<file path="src/design/assert_macros.svh">
// ----------------------------------------------------------------------------
// Assertion macros
// Shared concurrent assertion wrappers. They compile to nothing under synthesis.
// ----------------------------------------------------------------------------
`ifndef ASSERT_MACROS_SVH
`define ASSERT_MACROS_SVH

`ifndef SYNTHESIS

// The property must hold at every clock edge outside reset.
`define ASSERT_PROP(label, clk, rst, prop, msg) \
   label: assert property (@(posedge clk) disable iff (rst) prop) else $error(msg);

// The expression must never be true outside reset.
`define ASSERT_NEVER(label, clk, rst, expr, msg) \
   label: assert property (@(posedge clk) disable iff (rst) !(expr)) else $error(msg);

`else

`define ASSERT_PROP(label, clk, rst, prop, msg)
`define ASSERT_NEVER(label, clk, rst, expr, msg)

`endif

`endif

</file>
<file path="src/design/fmcr_pkg.sv">
// ----------------------------------------------------------------------------
// Framed motor command receiver package
// Field widths, frame constants, register indexes, the result type and the
// CRC-8 byte update shared by the receiver and its channel interfaces.
// ----------------------------------------------------------------------------
package fmcr_pkg;

   localparam int WINDOW_LEN = 10;
   localparam int BYTE_W     = 8;
   localparam int CMD_W      = 16;
   localparam int TIMEOUT_W  = 16;
   localparam int PWM_W      = 8;
   localparam int CSR_DATA_W = 16;
   localparam int CSR_IDX_W  = 1;

   localparam logic [BYTE_W-1:0] HEADER_HI  = 8'h15;
   localparam logic [BYTE_W-1:0] HEADER_LO  = 8'hEC;
   localparam logic [BYTE_W-1:0] TRAILER_HI = 8'h04;
   localparam logic [BYTE_W-1:0] TRAILER_LO = 8'hD2;
   localparam logic [BYTE_W-1:0] FRAME_TYPE = 8'h00;
   localparam logic [BYTE_W-1:0] CRC_POLY   = 8'h07;
   localparam logic [BYTE_W-1:0] CRC_INIT   = 8'h00;

   localparam logic [TIMEOUT_W-1:0] TIMEOUT_RESET = 16'd1500;
   localparam logic [PWM_W-1:0]     PWM_MAX_RESET = 8'd225;
   localparam logic [TIMEOUT_W-1:0] ELAPSED_MAX   = 16'hFFFF;

   typedef enum logic {
      MODE_BYTE = 1'b0,
      MODE_TICK = 1'b1
   } mode_type;

   typedef enum logic [CSR_IDX_W-1:0] {
      CSR_TIMEOUT_MS = 1'b0,
      CSR_PWM_MAX    = 1'b1
   } csr_index_type;

   typedef struct packed {
      logic                    frame_ok;
      logic                    link_lost;
      logic signed [CMD_W-1:0] left_command;
      logic signed [CMD_W-1:0] right_command;
      logic [PWM_W-1:0]        left_duty;
      logic                    left_reverse;
      logic [PWM_W-1:0]        right_duty;
      logic                    right_reverse;
   } rsp_payload_type;

   // One byte of CRC-8, most significant bit first.
   function automatic logic [BYTE_W-1:0] crc8_byte(logic [BYTE_W-1:0] crc,
                                                   logic [BYTE_W-1:0] data);
      logic [BYTE_W-1:0] c;
      c = crc ^ data;
      for (int b = 0; b < BYTE_W; b++) begin
         c = c[BYTE_W-1] ? ({c[BYTE_W-2:0], 1'b0} ^ CRC_POLY) : {c[BYTE_W-2:0], 1'b0};
      end
      return c;
   endfunction

endpackage

</file>
<file path="src/design/fmcr_req_if.sv">
// ----------------------------------------------------------------------------
// Request channel
// Carries received bytes and millisecond ticks into the receiver.
// ----------------------------------------------------------------------------
interface fmcr_req_if;
   import fmcr_pkg::*;

   logic              valid;
   logic              ready;
   logic              mode;
   logic [BYTE_W-1:0] rx_byte;

   modport source (output valid, output mode, output rx_byte, input ready);
   modport sink (input valid, input mode, input rx_byte, output ready);
endinterface

</file>
<file path="src/design/fmcr_rsp_if.sv">
// ----------------------------------------------------------------------------
// Response channel
// Carries one result per request transaction out of the receiver.
// ----------------------------------------------------------------------------
interface fmcr_rsp_if;
   import fmcr_pkg::*;

   logic                    valid;
   logic                    ready;
   logic                    frame_ok;
   logic                    link_lost;
   logic signed [CMD_W-1:0] left_command;
   logic signed [CMD_W-1:0] right_command;
   logic [PWM_W-1:0]        left_duty;
   logic                    left_reverse;
   logic [PWM_W-1:0]        right_duty;
   logic                    right_reverse;

   modport source (output valid, output frame_ok, output link_lost, output left_command,
                   output right_command, output left_duty, output left_reverse,
                   output right_duty, output right_reverse, input ready);
   modport sink (input valid, input frame_ok, input link_lost, input left_command,
                 input right_command, input left_duty, input left_reverse,
                 input right_duty, input right_reverse, output ready);
endinterface

</file>
<file path="src/design/framed_motor_command_receiver.sv">
// ----------------------------------------------------------------------------
// Framed motor command receiver
// Checks a ten-byte frame window with CRC-8, holds the left and right motor
// commands, times out the link and clamps the commands to duty and direction.
// ----------------------------------------------------------------------------
//
//   Channel       Direction  Carries
//   req_channel   in         mode, rx_byte
//   rsp_channel   out        frame_ok, link_lost, commands, duties, reverse bits
//   csr_*         in         timeout_ms (index 0), pwm_max (index 1)
//
// Each request transaction is processed in the cycle it is accepted and its
// result is registered; one transaction per cycle is sustained while rsp_channel
// takes results. A two-entry output stage (output register plus skid register)
// lets a request be taken while a result waits; req_channel.ready falls only
// when both entries are full. Synchronous reset clears the window, held
// commands, counter and output stage and loads the CSR reset values.
// ----------------------------------------------------------------------------
`include "assert_macros.svh"

module framed_motor_command_receiver (
   input  logic                               clock,
   input  logic                               reset,
   fmcr_req_if.sink                           req_channel,
   fmcr_rsp_if.source                         rsp_channel,
   input  logic                               csr_write_enable,
   input  logic [fmcr_pkg::CSR_IDX_W-1:0]     csr_index,
   input  logic [fmcr_pkg::CSR_DATA_W-1:0]    csr_write_data
);
   import fmcr_pkg::*;

   logic [BYTE_W-1:0]    window_ff [WINDOW_LEN];
   logic [BYTE_W-1:0]    window_in [WINDOW_LEN];
   logic [CMD_W-1:0]     left_ff;
   logic [CMD_W-1:0]     left_in;
   logic [CMD_W-1:0]     right_ff;
   logic [CMD_W-1:0]     right_in;
   logic [TIMEOUT_W-1:0] elapsed_ff;
   logic [TIMEOUT_W-1:0] elapsed_in;
   logic [TIMEOUT_W-1:0] timeout_ff;
   logic [PWM_W-1:0]     pwm_max_ff;

   rsp_payload_type      out_ff;
   rsp_payload_type      skid_ff;
   rsp_payload_type      result_in;
   logic                 out_valid_ff;
   logic                 skid_valid_ff;

   logic                 accept;
   logic                 take;
   logic                 is_tick;
   logic [BYTE_W-1:0]    crc;
   logic                 frame_ok_in;
   logic                 lost_in;
   logic [PWM_W:0]       left_drive;
   logic [PWM_W:0]       right_drive;

   // Returns {reverse, duty} for a command clamped to +/- limit.
   function automatic logic [PWM_W:0] drive(logic [CMD_W-1:0] cmd, logic [PWM_W-1:0] limit);
      logic             neg;
      logic [CMD_W-1:0] mag;
      logic [PWM_W-1:0] duty;
      neg  = cmd[CMD_W-1];
      mag  = neg ? (~cmd + CMD_W'(1)) : cmd;
      duty = (mag > CMD_W'(limit)) ? limit : mag[PWM_W-1:0];
      return {neg && (limit != '0), duty};
   endfunction

   assign accept  = req_channel.valid && req_channel.ready;
   assign take    = rsp_channel.valid && rsp_channel.ready;
   assign is_tick = (req_channel.mode == MODE_TICK);

   assign req_channel.ready = !skid_valid_ff;

   always_comb begin
      for (int i = 0; i < WINDOW_LEN - 1; i++) begin
         window_in[i] = window_ff[i+1];
      end
      window_in[WINDOW_LEN-1] = req_channel.rx_byte;

      crc = CRC_INIT;
      for (int i = 2; i < 7; i++) begin
         crc = crc8_byte(crc, window_in[i]);
      end

      frame_ok_in = !is_tick
                    && (window_in[0] == HEADER_HI) && (window_in[1] == HEADER_LO)
                    && (window_in[8] == TRAILER_HI) && (window_in[9] == TRAILER_LO)
                    && (window_in[2] == FRAME_TYPE) && (crc == window_in[7]);

      left_in    = left_ff;
      right_in   = right_ff;
      elapsed_in = elapsed_ff;
      if (is_tick) begin
         if (elapsed_ff != ELAPSED_MAX) begin
            elapsed_in = elapsed_ff + TIMEOUT_W'(1);
         end
      end else if (frame_ok_in) begin
         left_in    = {window_in[3], window_in[4]};
         right_in   = {window_in[5], window_in[6]};
         elapsed_in = '0;
      end

      lost_in = (elapsed_in > timeout_ff);
      if (lost_in) begin
         left_in  = '0;
         right_in = '0;
      end

      left_drive  = drive(left_in, pwm_max_ff);
      right_drive = drive(right_in, pwm_max_ff);

      result_in.frame_ok      = frame_ok_in;
      result_in.link_lost     = lost_in;
      result_in.left_command  = left_in;
      result_in.right_command = right_in;
      result_in.left_duty     = left_drive[PWM_W-1:0];
      result_in.left_reverse  = left_drive[PWM_W];
      result_in.right_duty    = right_drive[PWM_W-1:0];
      result_in.right_reverse = right_drive[PWM_W];
   end

   always_ff @(posedge clock) begin
      if (reset) begin
         for (int i = 0; i < WINDOW_LEN; i++) begin
            window_ff[i] <= '0;
         end
         left_ff       <= '0;
         right_ff      <= '0;
         elapsed_ff    <= '0;
         timeout_ff    <= TIMEOUT_RESET;
         pwm_max_ff    <= PWM_MAX_RESET;
         out_valid_ff  <= 1'b0;
         skid_valid_ff <= 1'b0;
      end else begin
         if (csr_write_enable) begin
            case (csr_index)
               CSR_TIMEOUT_MS: timeout_ff <= csr_write_data[TIMEOUT_W-1:0];
               CSR_PWM_MAX:    pwm_max_ff <= csr_write_data[PWM_W-1:0];
               default: ;
            endcase
         end

         if (accept) begin
            if (!is_tick) begin
               window_ff <= window_in;
            end
            left_ff    <= left_in;
            right_ff   <= right_in;
            elapsed_ff <= elapsed_in;
         end

         if (skid_valid_ff) begin
            if (take) begin
               skid_valid_ff <= 1'b0;
            end
         end else if (accept) begin
            if (out_valid_ff && !take) begin
               skid_valid_ff <= 1'b1;
            end else begin
               out_valid_ff <= 1'b1;
            end
         end else if (take) begin
            out_valid_ff <= 1'b0;
         end
      end
   end

   always_ff @(posedge clock) begin
      if (skid_valid_ff) begin
         if (take) begin
            out_ff <= skid_ff;
         end
      end else if (accept) begin
         if (out_valid_ff && !take) begin
            skid_ff <= result_in;
         end else begin
            out_ff <= result_in;
         end
      end
   end

   assign rsp_channel.valid         = out_valid_ff;
   assign rsp_channel.frame_ok      = out_ff.frame_ok;
   assign rsp_channel.link_lost     = out_ff.link_lost;
   assign rsp_channel.left_command  = out_ff.left_command;
   assign rsp_channel.right_command = out_ff.right_command;
   assign rsp_channel.left_duty     = out_ff.left_duty;
   assign rsp_channel.left_reverse  = out_ff.left_reverse;
   assign rsp_channel.right_duty    = out_ff.right_duty;
   assign rsp_channel.right_reverse = out_ff.right_reverse;

   `ASSERT_NEVER(a_skid_needs_out, clock, reset, skid_valid_ff && !out_valid_ff, "skid entry without output entry")
   `ASSERT_PROP(a_frame_restarts_timer, clock, reset, accept && frame_ok_in |=> elapsed_ff == '0, "valid frame did not restart the timer")
   `ASSERT_NEVER(a_frame_not_lost, clock, reset, rsp_channel.valid && rsp_channel.frame_ok && rsp_channel.link_lost, "valid frame reported with link lost")
   `ASSERT_PROP(a_lost_clears_commands, clock, reset, rsp_channel.valid && rsp_channel.link_lost |-> rsp_channel.left_command == '0 && rsp_channel.right_command == '0, "commands not cleared on lost link")

endmodule
</file>
<file path="src/flat_wrapper.sv">
// flat-port wrapper written by rule: the top's interface ports become plain ports
module framed_motor_command_receiver_flat import fmcr_pkg::*;
  (clock, reset, csr_write_enable, csr_index, csr_write_data, req_channel_valid, req_channel_mode, req_channel_rx_byte, req_channel_ready, rsp_channel_valid, rsp_channel_frame_ok, rsp_channel_link_lost, rsp_channel_left_command, rsp_channel_right_command, rsp_channel_left_duty, rsp_channel_left_reverse, rsp_channel_right_duty, rsp_channel_right_reverse, rsp_channel_ready);
  fmcr_req_if req_channel_i ();
  fmcr_rsp_if rsp_channel_i ();
  input  logic clock;
  input  logic reset;
  input  logic csr_write_enable;
  input  logic [fmcr_pkg::CSR_IDX_W-1:0] csr_index;
  input  logic [fmcr_pkg::CSR_DATA_W-1:0] csr_write_data;
  input wire logic [$bits(req_channel_i.valid)-1:0] req_channel_valid;
  input wire logic [$bits(req_channel_i.mode)-1:0] req_channel_mode;
  input wire logic [$bits(req_channel_i.rx_byte)-1:0] req_channel_rx_byte;
  output wire logic [$bits(req_channel_i.ready)-1:0] req_channel_ready;
  output wire logic [$bits(rsp_channel_i.valid)-1:0] rsp_channel_valid;
  output wire logic [$bits(rsp_channel_i.frame_ok)-1:0] rsp_channel_frame_ok;
  output wire logic [$bits(rsp_channel_i.link_lost)-1:0] rsp_channel_link_lost;
  output wire logic [$bits(rsp_channel_i.left_command)-1:0] rsp_channel_left_command;
  output wire logic [$bits(rsp_channel_i.right_command)-1:0] rsp_channel_right_command;
  output wire logic [$bits(rsp_channel_i.left_duty)-1:0] rsp_channel_left_duty;
  output wire logic [$bits(rsp_channel_i.left_reverse)-1:0] rsp_channel_left_reverse;
  output wire logic [$bits(rsp_channel_i.right_duty)-1:0] rsp_channel_right_duty;
  output wire logic [$bits(rsp_channel_i.right_reverse)-1:0] rsp_channel_right_reverse;
  input wire logic [$bits(rsp_channel_i.ready)-1:0] rsp_channel_ready;
  assign req_channel_i.valid = req_channel_valid;
  assign req_channel_i.mode = req_channel_mode;
  assign req_channel_i.rx_byte = req_channel_rx_byte;
  assign req_channel_ready = req_channel_i.ready;
  assign rsp_channel_valid = rsp_channel_i.valid;
  assign rsp_channel_frame_ok = rsp_channel_i.frame_ok;
  assign rsp_channel_link_lost = rsp_channel_i.link_lost;
  assign rsp_channel_left_command = rsp_channel_i.left_command;
  assign rsp_channel_right_command = rsp_channel_i.right_command;
  assign rsp_channel_left_duty = rsp_channel_i.left_duty;
  assign rsp_channel_left_reverse = rsp_channel_i.left_reverse;
  assign rsp_channel_right_duty = rsp_channel_i.right_duty;
  assign rsp_channel_right_reverse = rsp_channel_i.right_reverse;
  assign rsp_channel_i.ready = rsp_channel_ready;
  framed_motor_command_receiver u_core (.clock(clock), .reset(reset), .req_channel(req_channel_i), .rsp_channel(rsp_channel_i), .csr_write_enable(csr_write_enable), .csr_index(csr_index), .csr_write_data(csr_write_data));
endmodule
</file>
<file path="config.mk">
export PLATFORM = sky130hd
export DESIGN_NAME = framed_motor_command_receiver_flat
export DESIGN_NICKNAME = d
export VERILOG_FILES = /design/src/design/fmcr_pkg.sv /design/src/design/fmcr_req_if.sv /design/src/design/fmcr_rsp_if.sv /design/src/design/framed_motor_command_receiver.sv /design/src/flat_wrapper.sv
export VERILOG_INCLUDE_DIRS = /design/src /design/src/design
export SDC_FILE = /design/constraint.sdc
export NUM_CORES = 1
export LEC_CHECK = 0
export ABC_AREA = 1
export BUFFER_PORTS_ARGS = -buffer_cell sky130_fd_sc_hd__buf_2
export CAP_MARGIN = 5
export CORE_ASPECT_RATIO = 0.8
export CORE_MARGIN = 1.5
export CORE_UTILIZATION = 60
export DETAILED_ROUTE_END_ITERATION = 8
export PLACE_DENSITY = 0.75
export RECOVER_POWER = 50
export SYNTH_ARGS = -nofsm -noshare
export SYNTH_HDL_FRONTEND = slang
export SYNTH_SLANG_ARGS = --single-unit
</file>
<file path="constraint.sdc">
create_clock -name clock -period 14.85 [get_ports clock]
set_clock_uncertainty 0.05 [all_clocks]
set_input_delay 1.485 -clock clock [delete_from_list [all_inputs] [get_ports clock]]
set_output_delay 1.485 -clock clock [all_outputs]
set_load 0.01 [all_outputs]
</file>
**Yosys cells after proc, flatten, opt, wreduce, memory -nomap -nowiden**

Cells that the tools add are included.

- Add/subtract/negate cells: 3
- $lt $le $gt $ge: 3
- Eq/ne operators: 9
- Multiplexer cells: 64
- Bitwise operators: 49
- Reduce and logical (&&, ||, !) cells: 24

Operator list:

| kind | count |
|---|---|
| $mux 52 | 4 |
| $mux 16 | 11 |
| $mux 3 | 40 |
| $not 3->3 | 40 |
| $add 16x1->16 const B | 3 |
| $gt 16x8->1 | 2 |
| $not 16->16 | 2 |
| $xor 8x8->8 | 4 |
| $eq 8x8->1 const B | 2 |
| $gt 16x16->1 | 1 |
| $mux 8 | 2 |
| $ne 16x16->1 const B | 1 |
| $logic_and 1x1->1 | 11 |
| $reduce_and 3->1 | 3 |
| $eq 8x3->1 const B | 1 |
| $eq 8x5->1 const B | 1 |
| $eq 8x8->1 | 1 |
| $logic_not 8->1 | 1 |
| $reduce_bool 8->1 | 1 |
| $mux 1 | 7 |
| $reduce_and 2->1 | 3 |
| $ne 2x2->1 const B | 2 |
| $reduce_bool 2->1 | 2 |
| $logic_not 1->1 | 3 |
| 2 further kinds | 4 |

- Bits in registers: 250
- Bits of input ports: 31
- Output and inout port bits: 54
- Word-level logic and storage cells: 184

**Depth between registers and ports, before layout**

- Depth in word-level cells: 98
- Gate-level depth with buffers: 70
- Mapped depth without buffers: 66

**Worst setup path after synthesis**

No wires, ideal clock.

- Kind: reg-to-reg
- Start point: register u_core.window_ff[54] (netlist name)
- End point: register u_core.skid_ff[10] (netlist name), data pin
- Setup time: 0.255 ns
- Data arrival time: 7.219 ns
- Required time: 14.545 ns
- Setup slack: 7.326 ns
- Stages on the path, launching flop included: 64
- Buffers on the path: 4
- Period minus slack after synthesis: 7.524 ns
- Path through: dfxtp_1 > inv_2 > ha_1 > inv_1 > nand2_1 > nand2_1 > nand2_1 > nand2_1 > nand3_2 > nand2_2 > nand2_2 > nand2_2 > inv_2 > nand2_2 > nand2_2 > nand2_4 > nand2_4 > nand2_1 > [28 not listed] > nor2_2 > inv_1 > ha_1 > nand2_1 > o31ai_1 > xor2_1 > inv_1 > ha_1 > nand2_1 > inv_1 > nand3_1 > o32ai_1 > nand2_1 > nor2_1 > nand3_1 > nor2_4 > nand3_1 > and2_1

- Longest elaborated chain between the ends: 40
- Elaborated cells on any way between the ends: 86
- Classes of those cells: add/sub (1); order compare (2); eq/ne (1); mux (42); bitwise (37); reduce/logical (3)

Ends and longest elaborated chain:

| what | RTL line | source |
|---|---|---|
| start, declared | framed_motor_command_receiver.sv:32 | `logic [BYTE_W-1:0] window_ff [WINDOW_LEN];` |
| start signal, assigned | framed_motor_command_receiver.sv:146 | `window_ff <= window_in;` |
| $mux 3 | fmcr_pkg.sv:55 | `c = c[BYTE_W-1] ? ({c[BYTE_W-2:0], 1'b0} ^ CRC_POLY) : {c[BYTE_W-2:0], 1'b0};` |
| $not 3->3 (no source line) | - |  |
| $mux 3 | fmcr_pkg.sv:55 |  |
| $not 3->3 (no source line) | - |  |
| $mux 3 | fmcr_pkg.sv:55 |  |
| $xor 8x8->8 | fmcr_pkg.sv:53 | `c = crc ^ data;` |
| $mux 3 | fmcr_pkg.sv:55 |  |
| $not 3->3 (no source line) | - |  |
| [25 not listed] | - |  |
| net u_core.elapsed_in[1] | framed_motor_command_receiver.sv:39 | `logic [TIMEOUT_W-1:0] elapsed_in;` |
| [1 not listed] | - |  |
| $mux 16 (*) | framed_motor_command_receiver.sv:105 | `if (lost_in) begin` |
| net u_core.left_in[0] | framed_motor_command_receiver.sv:35 | `logic [CMD_W-1:0] left_in;` |
| $not 16->16 | framed_motor_command_receiver.sv:64 | `mag = neg ? (~cmd + CMD_W'(1)) : cmd;` |
| $add 16x1->16 | framed_motor_command_receiver.sv:64 |  |
| $mux 16 (*) | framed_motor_command_receiver.sv:64 |  |
| $gt 16x8->1 | framed_motor_command_receiver.sv:65 | `duty = (mag > CMD_W'(limit)) ? limit : mag[PWM_W-1:0];` |
| $mux 8 (*) | framed_motor_command_receiver.sv:65 |  |
| net u_core.left_drive[0] | framed_motor_command_receiver.sv:55 | `logic [PWM_W:0] left_drive;` |
| end signal, assigned | framed_motor_command_receiver.sv:176 | `skid_ff <= result_in;` |
| end, declared | framed_motor_command_receiver.sv:44 | `rsp_payload_type skid_ff;` |

Mark *: on every way through the listed nets, which the timed path passes. The rest lies on a longest branch.
A chain may end at the register's enable or synchronous reset.

**Worst setup path in the final report**

- Start point: register u_core.window_ff[54] (netlist name)
- End point: register u_core.out_ff (netlist bit u_core.rsp_channel.left_duty[5]), data pin

- Longest elaborated chain between the ends: 43
- Elaborated cells on any way between the ends: 89
- Classes of those cells: add/sub (1); order compare (2); eq/ne (1); mux (45); bitwise (37); reduce/logical (3)

Ends and longest elaborated chain:

| what | RTL line | source |
|---|---|---|
| $mux 3 | fmcr_pkg.sv:55 |  |
| $not 3->3 (no source line) | - |  |
| $mux 3 | fmcr_pkg.sv:55 |  |
| $not 3->3 (no source line) | - |  |
| $mux 3 | fmcr_pkg.sv:55 |  |
| $xor 8x8->8 | fmcr_pkg.sv:53 |  |
| $mux 3 | fmcr_pkg.sv:55 |  |
| $not 3->3 (no source line) | - |  |
| [23 not listed] | - |  |
| net u_core.frame_ok_in | framed_motor_command_receiver.sv:53 | `logic frame_ok_in;` |
| [2 not listed] | - |  |
| net u_core.elapsed_in[2] | framed_motor_command_receiver.sv:39 |  |
| [2 not listed] | - |  |
| $not 16->16 | framed_motor_command_receiver.sv:64 |  |
| $add 16x1->16 | framed_motor_command_receiver.sv:64 |  |
| $mux 16 (*) | framed_motor_command_receiver.sv:64 |  |
| $gt 16x8->1 | framed_motor_command_receiver.sv:65 |  |
| $mux 8 (*) | framed_motor_command_receiver.sv:65 |  |
| $mux 52 (*) | framed_motor_command_receiver.sv:175 | `if (out_valid_ff && !take) begin` |
| $mux 52 (*) | framed_motor_command_receiver.sv:174 | `end else if (accept) begin` |
| $mux 52 (*) | framed_motor_command_receiver.sv:170 | `if (skid_valid_ff) begin` |
| end signal, assigned | framed_motor_command_receiver.sv:172 | `out_ff <= skid_ff;` |
| end signal, assigned | framed_motor_command_receiver.sv:178 | `out_ff <= result_in;` |
| end, declared | framed_motor_command_receiver.sv:43 | `rsp_payload_type out_ff;` |

Mark *: on every way through the listed nets, which the timed path passes. The rest lies on a longest branch. The select of a mux whose other input is x is not followed.

==> impl_results.md <==
* Run status: finished, violations left
* Failing checks: capacitance limit, slew limit
* Worst reg-to-reg setup slack at 4.88 ns
* Fmax achieved at 0.100 GHz
* IO Port Bufs at 84
* Peak VDD IR at 137 uV
* N_diodes at 0
* Critical Path RT at 15.08 ns
* Die width at 175 um
* Worst slew pin tran at 4.09 ns
* RSZ-0062 raised after global routing: no
* Post-synthesis async set-or-reset flop share at 0%
* Number of distinct library cells after synthesis at 51
* PnR Total Power at 2.66 mW
* Layout cell share with drive strength beyond 1 at 10.5%
* Worst-Skew Late Latency at 0.54 ns
* Setup Viol. Count Final at 0
* CTS buffer count at 26
* Final GP Congestion at 0.946
* Vias/cell at 5.61
* Final min period at 9.97 ns
* Slowest stage delay, CP at 0.60 ns
* Post-synth top flop: dfxtp_1
* Final wirelength at 35500 um
* EDFF count, synth at 104
* Die ar. at 24500 sq um
* Core footprint at 23300 sq um
* Data arrival time of the critical path at 10.20 ns
* Reg clk slew, reported paths at 0.06 ns
* Most used cell, CP: nand2_1
* Post-synthesis sequential area ratio at 42.7%
* Max-cap viol count at 4
* Total gr overflow at 0
* DRT iter0 DRCs at 1202
* Initial antenna violation count at 0
* Min-delay src: u_core.window_ff[64]
* #FFs+latches synth at 250
* CTS root buf: clkbuf_16
* Hold Path End: u_core.window_ff[64]
* P&R area growth vs syn at 9.71%
* Worst setup SP type: flip-flop
* Cts repair resizes at 0
* Cells after synthesis at 1877
* Detailed-route via count at 12657
* WS Path Type: flip-flop to flip-flop
* CTS tree: built
* Overall Global Routing Usage at 28.9%
* DRT Pass-1 Iters at 5
* Number of global-route vias before repair at 11657
* Min-Delay Path Depth at 2
* Reg-to-Reg End: u_core.rsp_channel.left_duty[5]
* Power density cells at 171 nW/um^2
* Final cell count without fillers at 2258
* Hold WC Path Type: flip-flop to flip-flop
* Post-layout net count at 1995
* Register-to-Register Path Depth at 55
* I/O pin count at 85
* Most frequent cells in the layout: nand2_1 (463), inv_1 (230), nand3_1 (177), o21ai_0 (177), a21oi_1 (149)
* Wirelength per Cell at 15.7 um
* Post-layout util at 66.7%
* Syn Nets at 1946
* Worst r2r src: u_core.window_ff[54]
* Detailed-route DRC error count at 0
* Placed Instances at 2210
* Critical Path End Type: flip-flop
* Relative slew margins at -173%
* Post-synthesis cell area at 14200 sq um
* Hold_buf cts at 0
* Worst path slowest cell: nand3_4
* Fillers at 2030
* Die span in y at 140 um
* Cell row count at 50
* Post-CTS Repair Setup Buffers at 0
* Largest net degree at the start of global routing at 108
* Clock Sinks at 250
* Starting density of the core at 60.8%
* Most common cell after layout, fill and taps aside: nand2_1
* First-pass GRT wire length at 57800 um
* Max-slew violations at 328
* Htree depth at 1
* Worst-path fanout max at 49
* Routed Antenna Nets at 0
* Setup TNS at 0 ns
* Leakage at 7.01 nW
* Syn Area/Cell at 7.54 sq um
* Fin crit share at 67.2%
* Max Root-Sink Buffers at 3
* Yosys warnings at 0
* Final Hold Fails at 0
* DP HPWL at 25200 um
## critical path: cells and delay by family (launching register included)
kind | cells | cell delay (ns)
xor+xnor | 1 | 0.25
fa+ha+maj | 3 | 0.97
buf+inv | 9 | 1.68
simple gates | 36 | 5.08
flops | 1 | 0.48
compound gates | 6 | 1.15
## through the flow
step / cell area [sq um] / worst slack [ns] / hold slack, ns
2_1_floorplan: 14200 / 7.33 / 0.379
3_3_place_gp: 14700 / 5.37 / 0.392
3_5_place_dp: 14700 / 5.17 / 0.395
4_1_cts: 15600 / 5.11 / 0.405
5_1_grt: 15500 / 3.95 / 0.434
6_report: 15500 / 4.88 / 0.406
## synthesized netlist by cell type (3+ instances only)
master,number,area (sq um)
nand2_1,463,1740
inv_1,229,860
nand3_1,177,886
o21ai_0,177,886
a21oi_1,149,746
dfxtp_1,146,2920
edfxtp_1,104,3120
nor2_1,56,210
clkbuf_1,52,195
nand2_2,46,288
nand4_1,40,250
ha_1,38,475
nand3_2,25,250
inv_2,21,78.8
xor2_1,21,184
and2_1,16,100
o211ai_1,14,105
nor2_4,8,90.1
nor3_1,8,40.0
nor4_1,8,50.1
buf_2,7,35.0
buf_4,6,45.0
nand2_4,6,67.6
nand3b_1,6,45.0
or2_2,6,37.5
nor2_2,5,31.3
a211oi_1,4,30.0
buf_6,4,45.0
xnor2_1,4,35.0
buf_1,3,11.3
clkinv_1,3,11.3
nand3_4,3,52.6
## worst max path at each step
stage                               startpoint  cells after the start                         endpoint
final                     u_core.window_ff[54]                     55  u_core.rsp_channel.left_duty[5]
after global routing      u_core.window_ff[54]                     55  u_core.rsp_channel.left_duty[3]
after CTS                 u_core.window_ff[52]                     56  u_core.rsp_channel.left_duty[5]
after detailed placement  u_core.window_ff[52]                     56  u_core.rsp_channel.left_duty[5]
after global placement    u_core.window_ff[52]                     55               u_core.skid_ff[13]
after floorplan           u_core.window_ff[54]                     63               u_core.skid_ff[10]
## area by class of cell
| class | count | area (sq um) | area share [%] |
|---|---|---|---|
| multi-input cells | 1302 | 6840 | 44.0 |
| flip-flops and latches | 250 | 6050 | 38.9 |
| inverters | 253 | 950 | 6.12 |
| clock buffers | 33 | 728 | 4.69 |
| repair buffers | 93 | 402 | 2.59 |
| well taps | 312 | 390 | 2.51 |
| clock inverters | 15 | 178 | 1.14 |
## logic make-up (layout without fill, tap and decap cells)
family                     after synthesis  count (layout)  synth area share (%)
and+or+nand+nor                        879             879                  29.6
AOI/OAI and AO/OA                      358             358                  13.4
buffers and inverters                  325             394                  9.05
DFF                                    250             250                  42.7
adders and majority gates               38              38                  3.36
xor gates and xnor gates                27              27                  1.86
## flip-flops by register name, indices dropped and copies added (netlist names), 8 cells and up
| name | count |
|---|---|
| u_core.window_ff | 72 |
| u_core.skid_ff | 52 |
| u_core.elapsed_ff | 16 |
| u_core.left_ff | 16 |
| u_core.right_ff | 16 |
| u_core.rsp_channel.left_command | 16 |
| u_core.rsp_channel.right_command | 16 |
| u_core.timeout_ff | 16 |
| u_core.pwm_max_ff | 8 |
| u_core.rsp_channel.left_duty | 8 |
| u_core.rsp_channel.right_duty | 8 |
## report_power, final
group	switching, mW	internal (mW)
logic	0.837	0.328
registers	0.0266	0.782
clock network	0.272	0.415
## per-layer routing
layer / vias up / track usage (%) / part of all wire, %
met1: 5796 / 40.9 / 45
met3: 75 / 4.18 / 7.4
li1: 6322 / - / -
met2: 464 / 45.5 / 45
met5: - / 0 / 0
met4: 0 / 9.72 / 2.7
(Power assumes the default switching activity.)
